## src/rtl/scp_pkg.sv

```systemverilog
// Shared types and constants for the SIEVE cache policy block.
// No dependencies; used by the channel interfaces, the top level and the testbench.
`default_nettype none
package scp_pkg;

  localparam int KEY_BITS     = 32;
  localparam int DATA_BITS    = 64;
  localparam int CAP_BITS     = 5;
  localparam int MAX_ENTRIES_DEF = 16;
  localparam int VALUE_BITS_DEF  = 64;
  localparam int PADDR_BITS   = 3;
  localparam int PDATA_BITS   = 32;

  // Register index: capacity limit.
  localparam logic [0:0] REG_CAPACITY = 1'b0;
  localparam logic [CAP_BITS-1:0] CAP_RESET = 5'd16;

  typedef enum logic {
    OP_GET = 1'b0,
    OP_PUT = 1'b1
  } op_e;

  typedef enum logic [1:0] {
    ST_GET_HIT  = 2'd0,
    ST_GET_MISS = 2'd1,
    ST_PUT_UPD  = 2'd2,
    ST_PUT_INS  = 2'd3
  } status_e;

endpackage
`default_nettype wire

```

## src/rtl/scp_if.sv

```systemverilog
// Request and response channel interfaces (valid/ready with payload).
// Depends on scp_pkg for field widths.
`default_nettype none
interface scp_req_if;
  import scp_pkg::*;
  logic                operation;
  logic [KEY_BITS-1:0] lookup_key;
  logic [DATA_BITS-1:0] write_value;
  logic                valid;
  logic                ready;
  modport source (output valid, operation, lookup_key, write_value, input ready);
  modport sink   (input valid, operation, lookup_key, write_value, output ready);
endinterface

interface scp_rsp_if;
  import scp_pkg::*;
  logic [1:0]           status;
  logic [DATA_BITS-1:0] read_value;
  logic                 did_evict;
  logic [KEY_BITS-1:0]  evicted_key;
  logic                 valid;
  logic                 ready;
  modport source (output valid, status, read_value, did_evict, evicted_key, input ready);
  modport sink   (input valid, status, read_value, did_evict, evicted_key, output ready);
endinterface
`default_nettype wire

```

## src/rtl/sieve_cache_policy.sv

```systemverilog
// SIEVE cache policy block: keys, values and insertion-order links in memories.
// Depends on scp_pkg and the channel interfaces in scp_if.sv.
//
// One request is handled at a time; a new request is taken only back in idle. The
// lookup reads and compares one slot at a time, a read state then a compare state,
// and stops at the first match, so a miss scans every slot. A get hit then reads
// the value. A put of a new key into a cache that is not full then inserts it. If
// the cache is full, the hand walks the visited bits first. Each set bit that it
// clears passes through the walk state and a step state that reads the next link,
// but the wrap from the newest to the oldest entry stays in the walk state. The
// victim's key and links are read, then it is unlinked and the new key inserted.
// The result is loaded into the output register, and waits while the previous
// beat is still waiting there. The block then returns to idle to take the next
// request. No clearing pass is needed after reset. Capacity is written over the
// APB port at byte address 0.
`default_nettype none
module sieve_cache_policy #(
  parameter int MAX_ENTRIES = scp_pkg::MAX_ENTRIES_DEF,
  parameter int VALUE_BITS  = scp_pkg::VALUE_BITS_DEF
) (
  input  wire logic                      clk_i,
  input  wire logic                      rst_ni,
  scp_req_if.sink                        req_i,
  scp_rsp_if.source                      rsp_o,
  input  wire logic                      psel,
  input  wire logic                      penable,
  input  wire logic                      pwrite,
  input  wire logic [scp_pkg::PADDR_BITS-1:0] paddr,
  input  wire logic [scp_pkg::PDATA_BITS-1:0] pwdata,
  output logic [scp_pkg::PDATA_BITS-1:0] prdata,
  output logic                           pready
);
  import scp_pkg::*;

  localparam int IDXW = (MAX_ENTRIES > 1) ? $clog2(MAX_ENTRIES) : 1;
  localparam int CNTW = $clog2(MAX_ENTRIES + 1);
  localparam int CMPW = (CNTW > CAP_BITS) ? CNTW : CAP_BITS;
  localparam logic [IDXW-1:0] LAST_IDX = IDXW'(MAX_ENTRIES - 1);

  localparam logic [3:0] S_IDLE = 4'd0, S_SCAN_RD = 4'd1, S_SCAN_CMP = 4'd2,
                         S_GET_RD = 4'd3, S_WALK = 4'd4, S_WALK_NX = 4'd5,
                         S_EV_RD = 4'd6, S_EV_UN = 4'd7, S_INS = 4'd8,
                         S_RESULT = 4'd9;

  // Memories
  logic [KEY_BITS-1:0]   key_mem   [MAX_ENTRIES];
  logic [VALUE_BITS-1:0] val_mem   [MAX_ENTRIES];
  logic [IDXW-1:0]       older_mem [MAX_ENTRIES];
  logic [IDXW-1:0]       newer_mem [MAX_ENTRIES];

  logic                  key_re, key_we, val_re, val_we;
  logic                  older_re, older_we, newer_re, newer_we;
  logic [IDXW-1:0]       key_ra, key_wa, val_ra, val_wa;
  logic [IDXW-1:0]       older_ra, older_wa, newer_ra, newer_wa;
  logic [KEY_BITS-1:0]   key_wd, key_rd_q;
  logic [VALUE_BITS-1:0] val_wd, val_rd_q;
  logic [IDXW-1:0]       older_wd, older_rd_q, newer_wd, newer_rd_q;

  // Control and policy state
  logic [3:0]            state_q, state_d;
  logic [CAP_BITS-1:0]   cap_q;
  logic [MAX_ENTRIES-1:0] valid_q, valid_d, visited_q, visited_d;
  logic [IDXW-1:0]       newest_q, newest_d, oldest_q, oldest_d;
  logic [IDXW-1:0]       hand_q, hand_d, cur_q, cur_d, idx_q, idx_d;
  logic                  hand_valid_q, hand_valid_d;
  logic [CNTW-1:0]       occ_q, occ_d;

  // Current request and result fields
  logic                  op_q;
  logic [KEY_BITS-1:0]   req_key_q;
  logic [VALUE_BITS-1:0] req_val_q;
  logic [1:0]            status_q, status_d;
  logic                  evict_q, evict_d;
  logic [KEY_BITS-1:0]   ekey_q, ekey_d;

  // Output register
  logic                  out_valid_q;
  logic [1:0]            out_status_q;
  logic [DATA_BITS-1:0]  out_value_q;
  logic                  out_evict_q;
  logic [KEY_BITS-1:0]   out_ekey_q;
  logic                  out_load;

  logic                  req_fire, cfg_wr, full_w;
  logic [IDXW-1:0]       free_w, next_w;
  logic [CMPW-1:0]       cap_ext, eff_cap;

  assign req_fire = req_i.valid && req_i.ready;
  assign req_i.ready = (state_q == S_IDLE);
  assign cfg_wr = psel && penable && pwrite && pready;
  assign pready = 1'b1;
  assign prdata = (paddr[2] == REG_CAPACITY) ? PDATA_BITS'(cap_q) : '0;

  // Clamp capacity to 1..MAX_ENTRIES and test for a full cache
  always_comb begin
    cap_ext = CMPW'(cap_q);
    if (cap_ext == '0) begin
      eff_cap = CMPW'(1);
    end else if (cap_ext > CMPW'(MAX_ENTRIES)) begin
      eff_cap = CMPW'(MAX_ENTRIES);
    end else begin
      eff_cap = cap_ext;
    end
    full_w = (CMPW'(occ_q) >= eff_cap) && (occ_q != '0);
  end

  // Lowest free slot
  always_comb begin
    free_w = '0;
    for (int i = MAX_ENTRIES - 1; i >= 0; i--) begin
      if (!valid_q[i]) free_w = IDXW'(i);
    end
  end

  assign next_w = (cur_q == newest_q) ? oldest_q : newer_rd_q;
  assign out_load = (state_q == S_RESULT) && (!out_valid_q || rsp_o.ready);

  // Sequencer
  always_comb begin
    state_d = state_q;
    valid_d = valid_q;
    visited_d = visited_q;
    newest_d = newest_q;
    oldest_d = oldest_q;
    hand_d = hand_q;
    hand_valid_d = hand_valid_q;
    cur_d = cur_q;
    idx_d = idx_q;
    occ_d = occ_q;
    status_d = status_q;
    evict_d = evict_q;
    ekey_d = ekey_q;
    key_re = 1'b0; key_ra = idx_q; key_we = 1'b0; key_wa = free_w; key_wd = req_key_q;
    val_re = 1'b0; val_ra = idx_q; val_we = 1'b0; val_wa = idx_q; val_wd = req_val_q;
    older_re = 1'b0; older_ra = cur_q; older_we = 1'b0; older_wa = free_w;
    older_wd = newest_q;
    newer_re = 1'b0; newer_ra = cur_q; newer_we = 1'b0; newer_wa = newest_q;
    newer_wd = free_w;
    case (state_q)
      S_IDLE: begin
        if (req_fire) begin
          idx_d = '0;
          evict_d = 1'b0;
          ekey_d = '0;
          state_d = S_SCAN_RD;
        end
      end
      S_SCAN_RD: begin
        key_re = 1'b1;
        state_d = S_SCAN_CMP;
      end
      S_SCAN_CMP: begin
        if (valid_q[idx_q] && key_rd_q == req_key_q) begin
          // Hit: mark visited
          visited_d[idx_q] = 1'b1;
          if (op_q == OP_GET) begin
            status_d = ST_GET_HIT;
            state_d = S_GET_RD;
          end else begin
            val_we = 1'b1;
            status_d = ST_PUT_UPD;
            state_d = S_RESULT;
          end
        end else if (idx_q != LAST_IDX) begin
          idx_d = idx_q + IDXW'(1);
          state_d = S_SCAN_RD;
        end else if (op_q == OP_GET) begin
          status_d = ST_GET_MISS;
          state_d = S_RESULT;
        end else begin
          status_d = ST_PUT_INS;
          cur_d = hand_valid_q ? hand_q : oldest_q;
          state_d = full_w ? S_WALK : S_INS;
        end
      end
      S_GET_RD: begin
        val_re = 1'b1;
        state_d = S_RESULT;
      end
      S_WALK: begin
        // Clear set visited bits, advance toward newer entries
        if (visited_q[cur_q]) begin
          visited_d[cur_q] = 1'b0;
          if (cur_q == newest_q) begin
            cur_d = oldest_q;
          end else begin
            newer_re = 1'b1;
            state_d = S_WALK_NX;
          end
        end else begin
          key_re = 1'b1; key_ra = cur_q;
          older_re = 1'b1;
          newer_re = 1'b1;
          state_d = S_EV_RD;
        end
      end
      S_WALK_NX: begin
        cur_d = newer_rd_q;
        state_d = S_WALK;
      end
      S_EV_RD: begin
        state_d = S_EV_UN;
      end
      S_EV_UN: begin
        // Unlink the victim and park the hand after it
        evict_d = 1'b1;
        ekey_d = key_rd_q;
        if (cur_q == newest_q) begin
          newest_d = older_rd_q;
        end else begin
          older_we = 1'b1; older_wa = newer_rd_q; older_wd = older_rd_q;
        end
        if (cur_q == oldest_q) begin
          oldest_d = newer_rd_q;
        end else begin
          newer_we = 1'b1; newer_wa = older_rd_q; newer_wd = newer_rd_q;
        end
        valid_d[cur_q] = 1'b0;
        visited_d[cur_q] = 1'b0;
        occ_d = occ_q - CNTW'(1);
        if (occ_q == CNTW'(1)) begin
          hand_valid_d = 1'b0;
        end else begin
          hand_d = next_w;
          hand_valid_d = 1'b1;
        end
        state_d = S_INS;
      end
      S_INS: begin
        // Insert at the lowest free slot as the newest entry
        key_we = 1'b1;
        val_we = 1'b1; val_wa = free_w;
        valid_d[free_w] = 1'b1;
        visited_d[free_w] = 1'b0;
        if (occ_q == '0) begin
          oldest_d = free_w;
          hand_d = free_w;
          hand_valid_d = 1'b1;
        end else begin
          older_we = 1'b1;
          newer_we = 1'b1;
        end
        newest_d = free_w;
        occ_d = occ_q + CNTW'(1);
        state_d = S_RESULT;
      end
      S_RESULT: begin
        if (out_load) state_d = S_IDLE;
      end
      default: state_d = S_IDLE;
    endcase
  end

  // Memory ports
  always_ff @(posedge clk_i) begin
    if (key_we) key_mem[key_wa] <= key_wd;
    if (key_re) key_rd_q <= key_mem[key_ra];
  end
  always_ff @(posedge clk_i) begin
    if (val_we) val_mem[val_wa] <= val_wd;
    if (val_re) val_rd_q <= val_mem[val_ra];
  end
  always_ff @(posedge clk_i) begin
    if (older_we) older_mem[older_wa] <= older_wd;
    if (older_re) older_rd_q <= older_mem[older_ra];
  end
  always_ff @(posedge clk_i) begin
    if (newer_we) newer_mem[newer_wa] <= newer_wd;
    if (newer_re) newer_rd_q <= newer_mem[newer_ra];
  end

  // Control state
  always_ff @(posedge clk_i or negedge rst_ni) begin
    if (!rst_ni) begin
      state_q <= S_IDLE;
      cap_q <= CAP_RESET;
      valid_q <= '0;
      visited_q <= '0;
      newest_q <= '0;
      oldest_q <= '0;
      hand_q <= '0;
      hand_valid_q <= 1'b0;
      occ_q <= '0;
      out_valid_q <= 1'b0;
    end else begin
      state_q <= state_d;
      valid_q <= valid_d;
      visited_q <= visited_d;
      newest_q <= newest_d;
      oldest_q <= oldest_d;
      hand_q <= hand_d;
      hand_valid_q <= hand_valid_d;
      occ_q <= occ_d;
      if (cfg_wr && paddr[2] == REG_CAPACITY) cap_q <= pwdata[CAP_BITS-1:0];
      if (out_load) begin
        out_valid_q <= 1'b1;
      end else if (rsp_o.ready) begin
        out_valid_q <= 1'b0;
      end
    end
  end

  // Payload: request capture, working fields, result beat
  always_ff @(posedge clk_i) begin
    cur_q <= cur_d;
    idx_q <= idx_d;
    status_q <= status_d;
    evict_q <= evict_d;
    ekey_q <= ekey_d;
    if (req_fire) begin
      op_q <= req_i.operation;
      req_key_q <= req_i.lookup_key;
      req_val_q <= req_i.write_value[VALUE_BITS-1:0];
    end
    if (out_load) begin
      out_status_q <= status_q;
      out_value_q <= (status_q == ST_GET_HIT) ? DATA_BITS'(val_rd_q) : '0;
      out_evict_q <= evict_q;
      out_ekey_q <= ekey_q;
    end
  end

  assign rsp_o.valid = out_valid_q;
  assign rsp_o.status = out_status_q;
  assign rsp_o.read_value = out_value_q;
  assign rsp_o.did_evict = out_evict_q;
  assign rsp_o.evicted_key = out_ekey_q;

  // Checks
  a_occ_max: assert property (@(posedge clk_i) disable iff (!rst_ni)
    CNTW'(MAX_ENTRIES) >= occ_q) else $error("occupancy above entry count");
  a_occ_count: assert property (@(posedge clk_i) disable iff (!rst_ni)
    $countones(valid_q) == int'(occ_q)) else $error("occupancy and valid bits disagree");
  a_hand_live: assert property (@(posedge clk_i) disable iff (!rst_ni)
    (hand_valid_q && state_q == S_IDLE) |-> valid_q[hand_q])
    else $error("hand parked on a free slot");
  a_result: assert property (@(posedge clk_i) disable iff (!rst_ni)
    out_load |=> out_valid_q && state_q == S_IDLE) else $error("result beat lost");

endmodule
`default_nettype wire

```

## src/flat_wrapper.sv

```systemverilog
// flat-port wrapper written by rule: the top's interface ports become plain ports
module sieve_cache_policy_flat import scp_pkg::*;
#(
  parameter int MAX_ENTRIES = scp_pkg::MAX_ENTRIES_DEF,
  parameter int VALUE_BITS  = scp_pkg::VALUE_BITS_DEF
)
  (clk_i, rst_ni, psel, penable, pwrite, paddr, pwdata, prdata, pready, req_i_valid, req_i_operation, req_i_lookup_key, req_i_write_value, req_i_ready, rsp_o_valid, rsp_o_status, rsp_o_read_value, rsp_o_did_evict, rsp_o_evicted_key, rsp_o_ready);
  scp_req_if req_i_i ();
  scp_rsp_if rsp_o_i ();
  input  wire logic clk_i;
  input  wire logic rst_ni;
  input  wire logic psel;
  input  wire logic penable;
  input  wire logic pwrite;
  input  wire logic [scp_pkg::PADDR_BITS-1:0] paddr;
  input  wire logic [scp_pkg::PDATA_BITS-1:0] pwdata;
  output logic [scp_pkg::PDATA_BITS-1:0] prdata;
  output logic pready;
  input wire logic [$bits(req_i_i.valid)-1:0] req_i_valid;
  input wire logic [$bits(req_i_i.operation)-1:0] req_i_operation;
  input wire logic [$bits(req_i_i.lookup_key)-1:0] req_i_lookup_key;
  input wire logic [$bits(req_i_i.write_value)-1:0] req_i_write_value;
  output wire logic [$bits(req_i_i.ready)-1:0] req_i_ready;
  output wire logic [$bits(rsp_o_i.valid)-1:0] rsp_o_valid;
  output wire logic [$bits(rsp_o_i.status)-1:0] rsp_o_status;
  output wire logic [$bits(rsp_o_i.read_value)-1:0] rsp_o_read_value;
  output wire logic [$bits(rsp_o_i.did_evict)-1:0] rsp_o_did_evict;
  output wire logic [$bits(rsp_o_i.evicted_key)-1:0] rsp_o_evicted_key;
  input wire logic [$bits(rsp_o_i.ready)-1:0] rsp_o_ready;
  assign req_i_i.valid = req_i_valid;
  assign req_i_i.operation = req_i_operation;
  assign req_i_i.lookup_key = req_i_lookup_key;
  assign req_i_i.write_value = req_i_write_value;
  assign req_i_ready = req_i_i.ready;
  assign rsp_o_valid = rsp_o_i.valid;
  assign rsp_o_status = rsp_o_i.status;
  assign rsp_o_read_value = rsp_o_i.read_value;
  assign rsp_o_did_evict = rsp_o_i.did_evict;
  assign rsp_o_evicted_key = rsp_o_i.evicted_key;
  assign rsp_o_i.ready = rsp_o_ready;
  sieve_cache_policy #(.MAX_ENTRIES(MAX_ENTRIES), .VALUE_BITS(VALUE_BITS)) u_core (.clk_i(clk_i), .rst_ni(rst_ni), .req_i(req_i_i), .rsp_o(rsp_o_i), .psel(psel), .penable(penable), .pwrite(pwrite), .paddr(paddr), .pwdata(pwdata), .prdata(prdata), .pready(pready));
endmodule
```

## config.mk

```make
export PLATFORM = sky130hd
export DESIGN_NAME = sieve_cache_policy_flat
export DESIGN_NICKNAME = d
export VERILOG_FILES = /design/src/rtl/scp_pkg.sv /design/src/rtl/scp_if.sv /design/src/rtl/sieve_cache_policy.sv /design/src/flat_wrapper.sv
export SDC_FILE = /design/constraint.sdc
export NUM_CORES = 2
export LEC_CHECK = 0
export BUFFER_PORTS_ARGS = -buffer_cell sky130_fd_sc_hd__buf_4
export CAP_MARGIN = 30
export CORE_MARGIN = 2
export CORE_UTILIZATION = 55
export CTS_CLUSTER_DIAMETER = 30
export DETAILED_ROUTE_END_ITERATION = 8
export PLACE_DENSITY_LB_ADDON = 0.15
export SLEW_MARGIN = 20
export SYNTH_ARGS = -nofsm -noshare
export SYNTH_HDL_FRONTEND = slang
export SYNTH_SLANG_ARGS = --single-unit
```

## constraint.sdc

```tcl
create_clock -name clk_i -period 5.6 [get_ports clk_i]
set_input_delay 0.28 -clock clk_i [delete_from_list [all_inputs] [get_ports clk_i]]
set_output_delay 0.28 -clock clk_i [all_outputs]
set_load 0.1 [all_outputs]
```

==> impl_metrics.toml <==
[die]
start_util_pct = 55.5
die_w_um = 382
coreArea_um2 = 142000
die_h_um = 382
die_area_um2 = 146000
io_pins = 273
row_count = 138

[power]
total_power_mw = 51.8
p_leak_nw = 33.0
peakVddDrop_uv = 419
p_per_area_nw_per_um2 = 532

[global_routing]
grt_first_pass_wirelength_um = 265000
grt_max_degree = 131
track_usage_pct = 25.0
antenna_found_initial = 4
gr-total-overflow = 0
grt_pass1_vias = 40600

[sta]
hold_viol_final = 0
hold_ws_ns = 0.00468
setup_viol = 0
period_share_pct = 84.0
fmax_ghz = 0.213
finClkSkew_ns = 0.0875
max_slew_margin_pct = 33.6
drv_slew = 0
fin_crit_ns = 4.70
worst_slew_pin_slew_ns = 0.996
tns_ns = 0
rsz0062_at_grt = "false"

[routing]
dr.pass1.iters = 5
drc = 0
routed_wl_um = 181000
vias = 39100
via_per_inst = 5.97
drt_iter0_drc = 3982
detail-route-antenna-nets = 0
routedWlPerCell_um = 27.6

[setup_path]
cp_num_buf_inv = 2
critical_path.max_fanout = 36
criticalPathCategory = "reg2reg"
cp_slowest_cell = "edfxtp_1"
crit_path_frequent_cell = "buf_4"
cp.required_ns = 6.08
r2r_slack_ns = 0.90
cp_top_family = "simple AND/OR/NAND/NOR gates"
cpPeakStageDelay_ns = 0.66
crit_path_end_kind = "flip-flop"
arrival_ns = 5.19
r2r-start = "u_core.key_wd[2]"
start_kind = "flip-flop"
r2r_cells = 9
r2r_end = "u_core.val_mem[0][62]"
crit_chain = "xor2_1 > nor4_1 > nand4_1 > nor4bb_1 > o21ai_1 > a21boi_0 > buf_4 > nor2_4 > buf_4"

[clock_tree]
insertion_delay_ns = 0.94
clock-root-buffer = "clkbuf_16"
cts-hold-fix-buffers = 111
cts_buffers = 383
cts_tree = "yes"
max-clock-path-buffers = 4
postCtsSetupRepairBufs = 0
clock_sink_count = 2067
cts.clk_slew.worst_paths_ns = 0.05
htreeDepth = 5
cts.repair.resized = 0

[place]
dpl.hpwl_um = 90300
dp.cells = 5754
portBuffers = 215
gp_congestion = 0.853

[yosys]
netlist_area_um2 = 78700
synth_seq_cells = 2067
muxShareOfSynthArea_pct = 14.2
yosys.area.top_type = "edfxtp_1"
synth_top_family_by_area = "multiplexers"
ys_async_sr_fraction_pct = 2.90
synth-main-ff-cell = "edfxtp_1"
synth-simple-area-share_pct = 2.79
synth_compound_area_share_pct = 2.39
yosysTopAreaCellShare_pct = 76.6
yosysSeqAreaShare_pct = 78.5
synth_edf_count = 2007
synth_area_leaders = "edfxtp_1, mux4_2, mux2i_1"
synthAdderAreaFrac_pct = 0.191
avgSynthCellArea_um2 = 21.1
synth_xor_area_share_pct = 0.512
yosysWarnings = 0
synth_cell_types = 72
synth_cells = 3724

[layout]
area_delta_synth_final_pct = 23.6
fillers = 8724
stdcell_count = 6559
register_area_um2 = 61800
multi_input_area_um2 = 16200
drive_above_1_share_pct = 30.5
fin_nets = 4514
final_cell_mix = "edfxtp_1, clkbuf_16, mux4_2"
layout_commonest_cell = "edfxtp_1"

[outcome]
status = "finished clean"

[flow_run]
cap_viol_max_count = 0

[worst_hold_path]
hp-class = "in2async"
-- where the power goes --
part	leakage (nW)	switching (mW)	internal, mW	total, mW
clock	6.23	7.69	15.2	22.9
combinational	7.92	5.39	3.20	8.58
sequential	18.9	1.06	19.2	20.3
total	33.0	14.1	37.6	51.8
-- kinds of logic (layout without fill, tap and decap cells) --
group,count (synthesis),in the layout
AOI/OAI and AO/OA,297,297
xor gates and xnor gates,46,46
adders and majority gates,12,12
buffers and inverters,235,1153
DFF,2067,2067
muxes,651,651
other,2,29
and+or+nand+nor,414,414
-- final cells by class --
type | count | share of cell area (%)
multi-input combinational | 1448 | 16.7
inverter | 29 | 0.117
clock buffer | 410 | 10.1
antenna | 1 | 0.00257
tap | 1890 | 2.43
clock inverter | 280 | 3.30
sequential | 2067 | 63.5
timing repair buffer | 434 | 3.91
-- registers in the layout, summed over array words and instances (netlist names), 5 cells and up --
register                  flops
u_core.val_mem             1024
u_core.key_wd                32
u_core.ekey_q                32
u_core.newer_mem             64
u_core.cap_ext                5
u_core.older_mem             64
u_core.req_val_q             64
u_core.visited_q             16
u_core.rsp_o.read_value      64
u_core.occ_q                  5
u_core.key_mem              512
u_core.val_rd_q              64
u_core.key_rd_q              32
u_core.rsp_o.evicted_key     32
u_core.valid_q               16
-- how the worst max path moves through the flow --
stage | from | endpoint | slack, ns | depth (start not counted)
floorplan | u_core.key_wd[31] | u_core.val_mem[6][0] | 0.29 | 6
global placement | u_core.key_wd[2] | u_core.val_mem[0][13] | 1.10 | 9
detailed placement | u_core.key_wd[2] | u_core.val_mem[0][17] | 1.04 | 9
CTS | u_core.key_wd[2] | u_core.val_mem[0][62] | 0.90 | 9
global route | u_core.key_wd[2] | u_core.val_mem[0][62] | 0.76 | 9
finish | u_core.key_wd[2] | u_core.val_mem[0][62] | 0.90 | 9
-- routing by layer --
metal / routed length, um / vias to the layer above / global-route usage, %
met5: 0 / - / 0
met2: 89000 / 1658 / 40.1
met3: 14200 / 266 / 5.78
met4: 3980 / 0 / 7.72
met1: 73800 / 20400 / 34.5
li1: - / 16800 / -
-- metrics by stage --
step                      setup slack [ns]  cell area (um2)  util, %
final                                0.896            97300     68.6
after global routing                 0.760            97300     68.6
after CTS                            0.902            97200     68.6
after detailed placement              1.04            83100     58.6
after global placement                1.10            83000     58.6
after floorplan                      0.292            78800        -
-- Yosys cell counts (8+ instances only) --
master,n
edfxtp_1,2007
mux4_2,368
mux2i_1,233
o22ai_1,131
and2_1,99
clkbuf_1,89
nor2_1,78
nand2_1,77
dfrtp_1,59
o21ai_0,57
buf_1,45
nor3_1,41
mux2_2,38
buf_4,35
xor2_1,32
buf_2,30
or4_1,30
inv_1,26
a21oi_1,20
a31oi_1,17
nor4_1,17
xnor2_1,14
ha_1,12
nor2b_1,12
nand2b_1,11
nand3_1,11
mux2_1,9
o21ai_1,9
nand4_1,8
or3_1,8
Power figures use the tool's default switching activity.
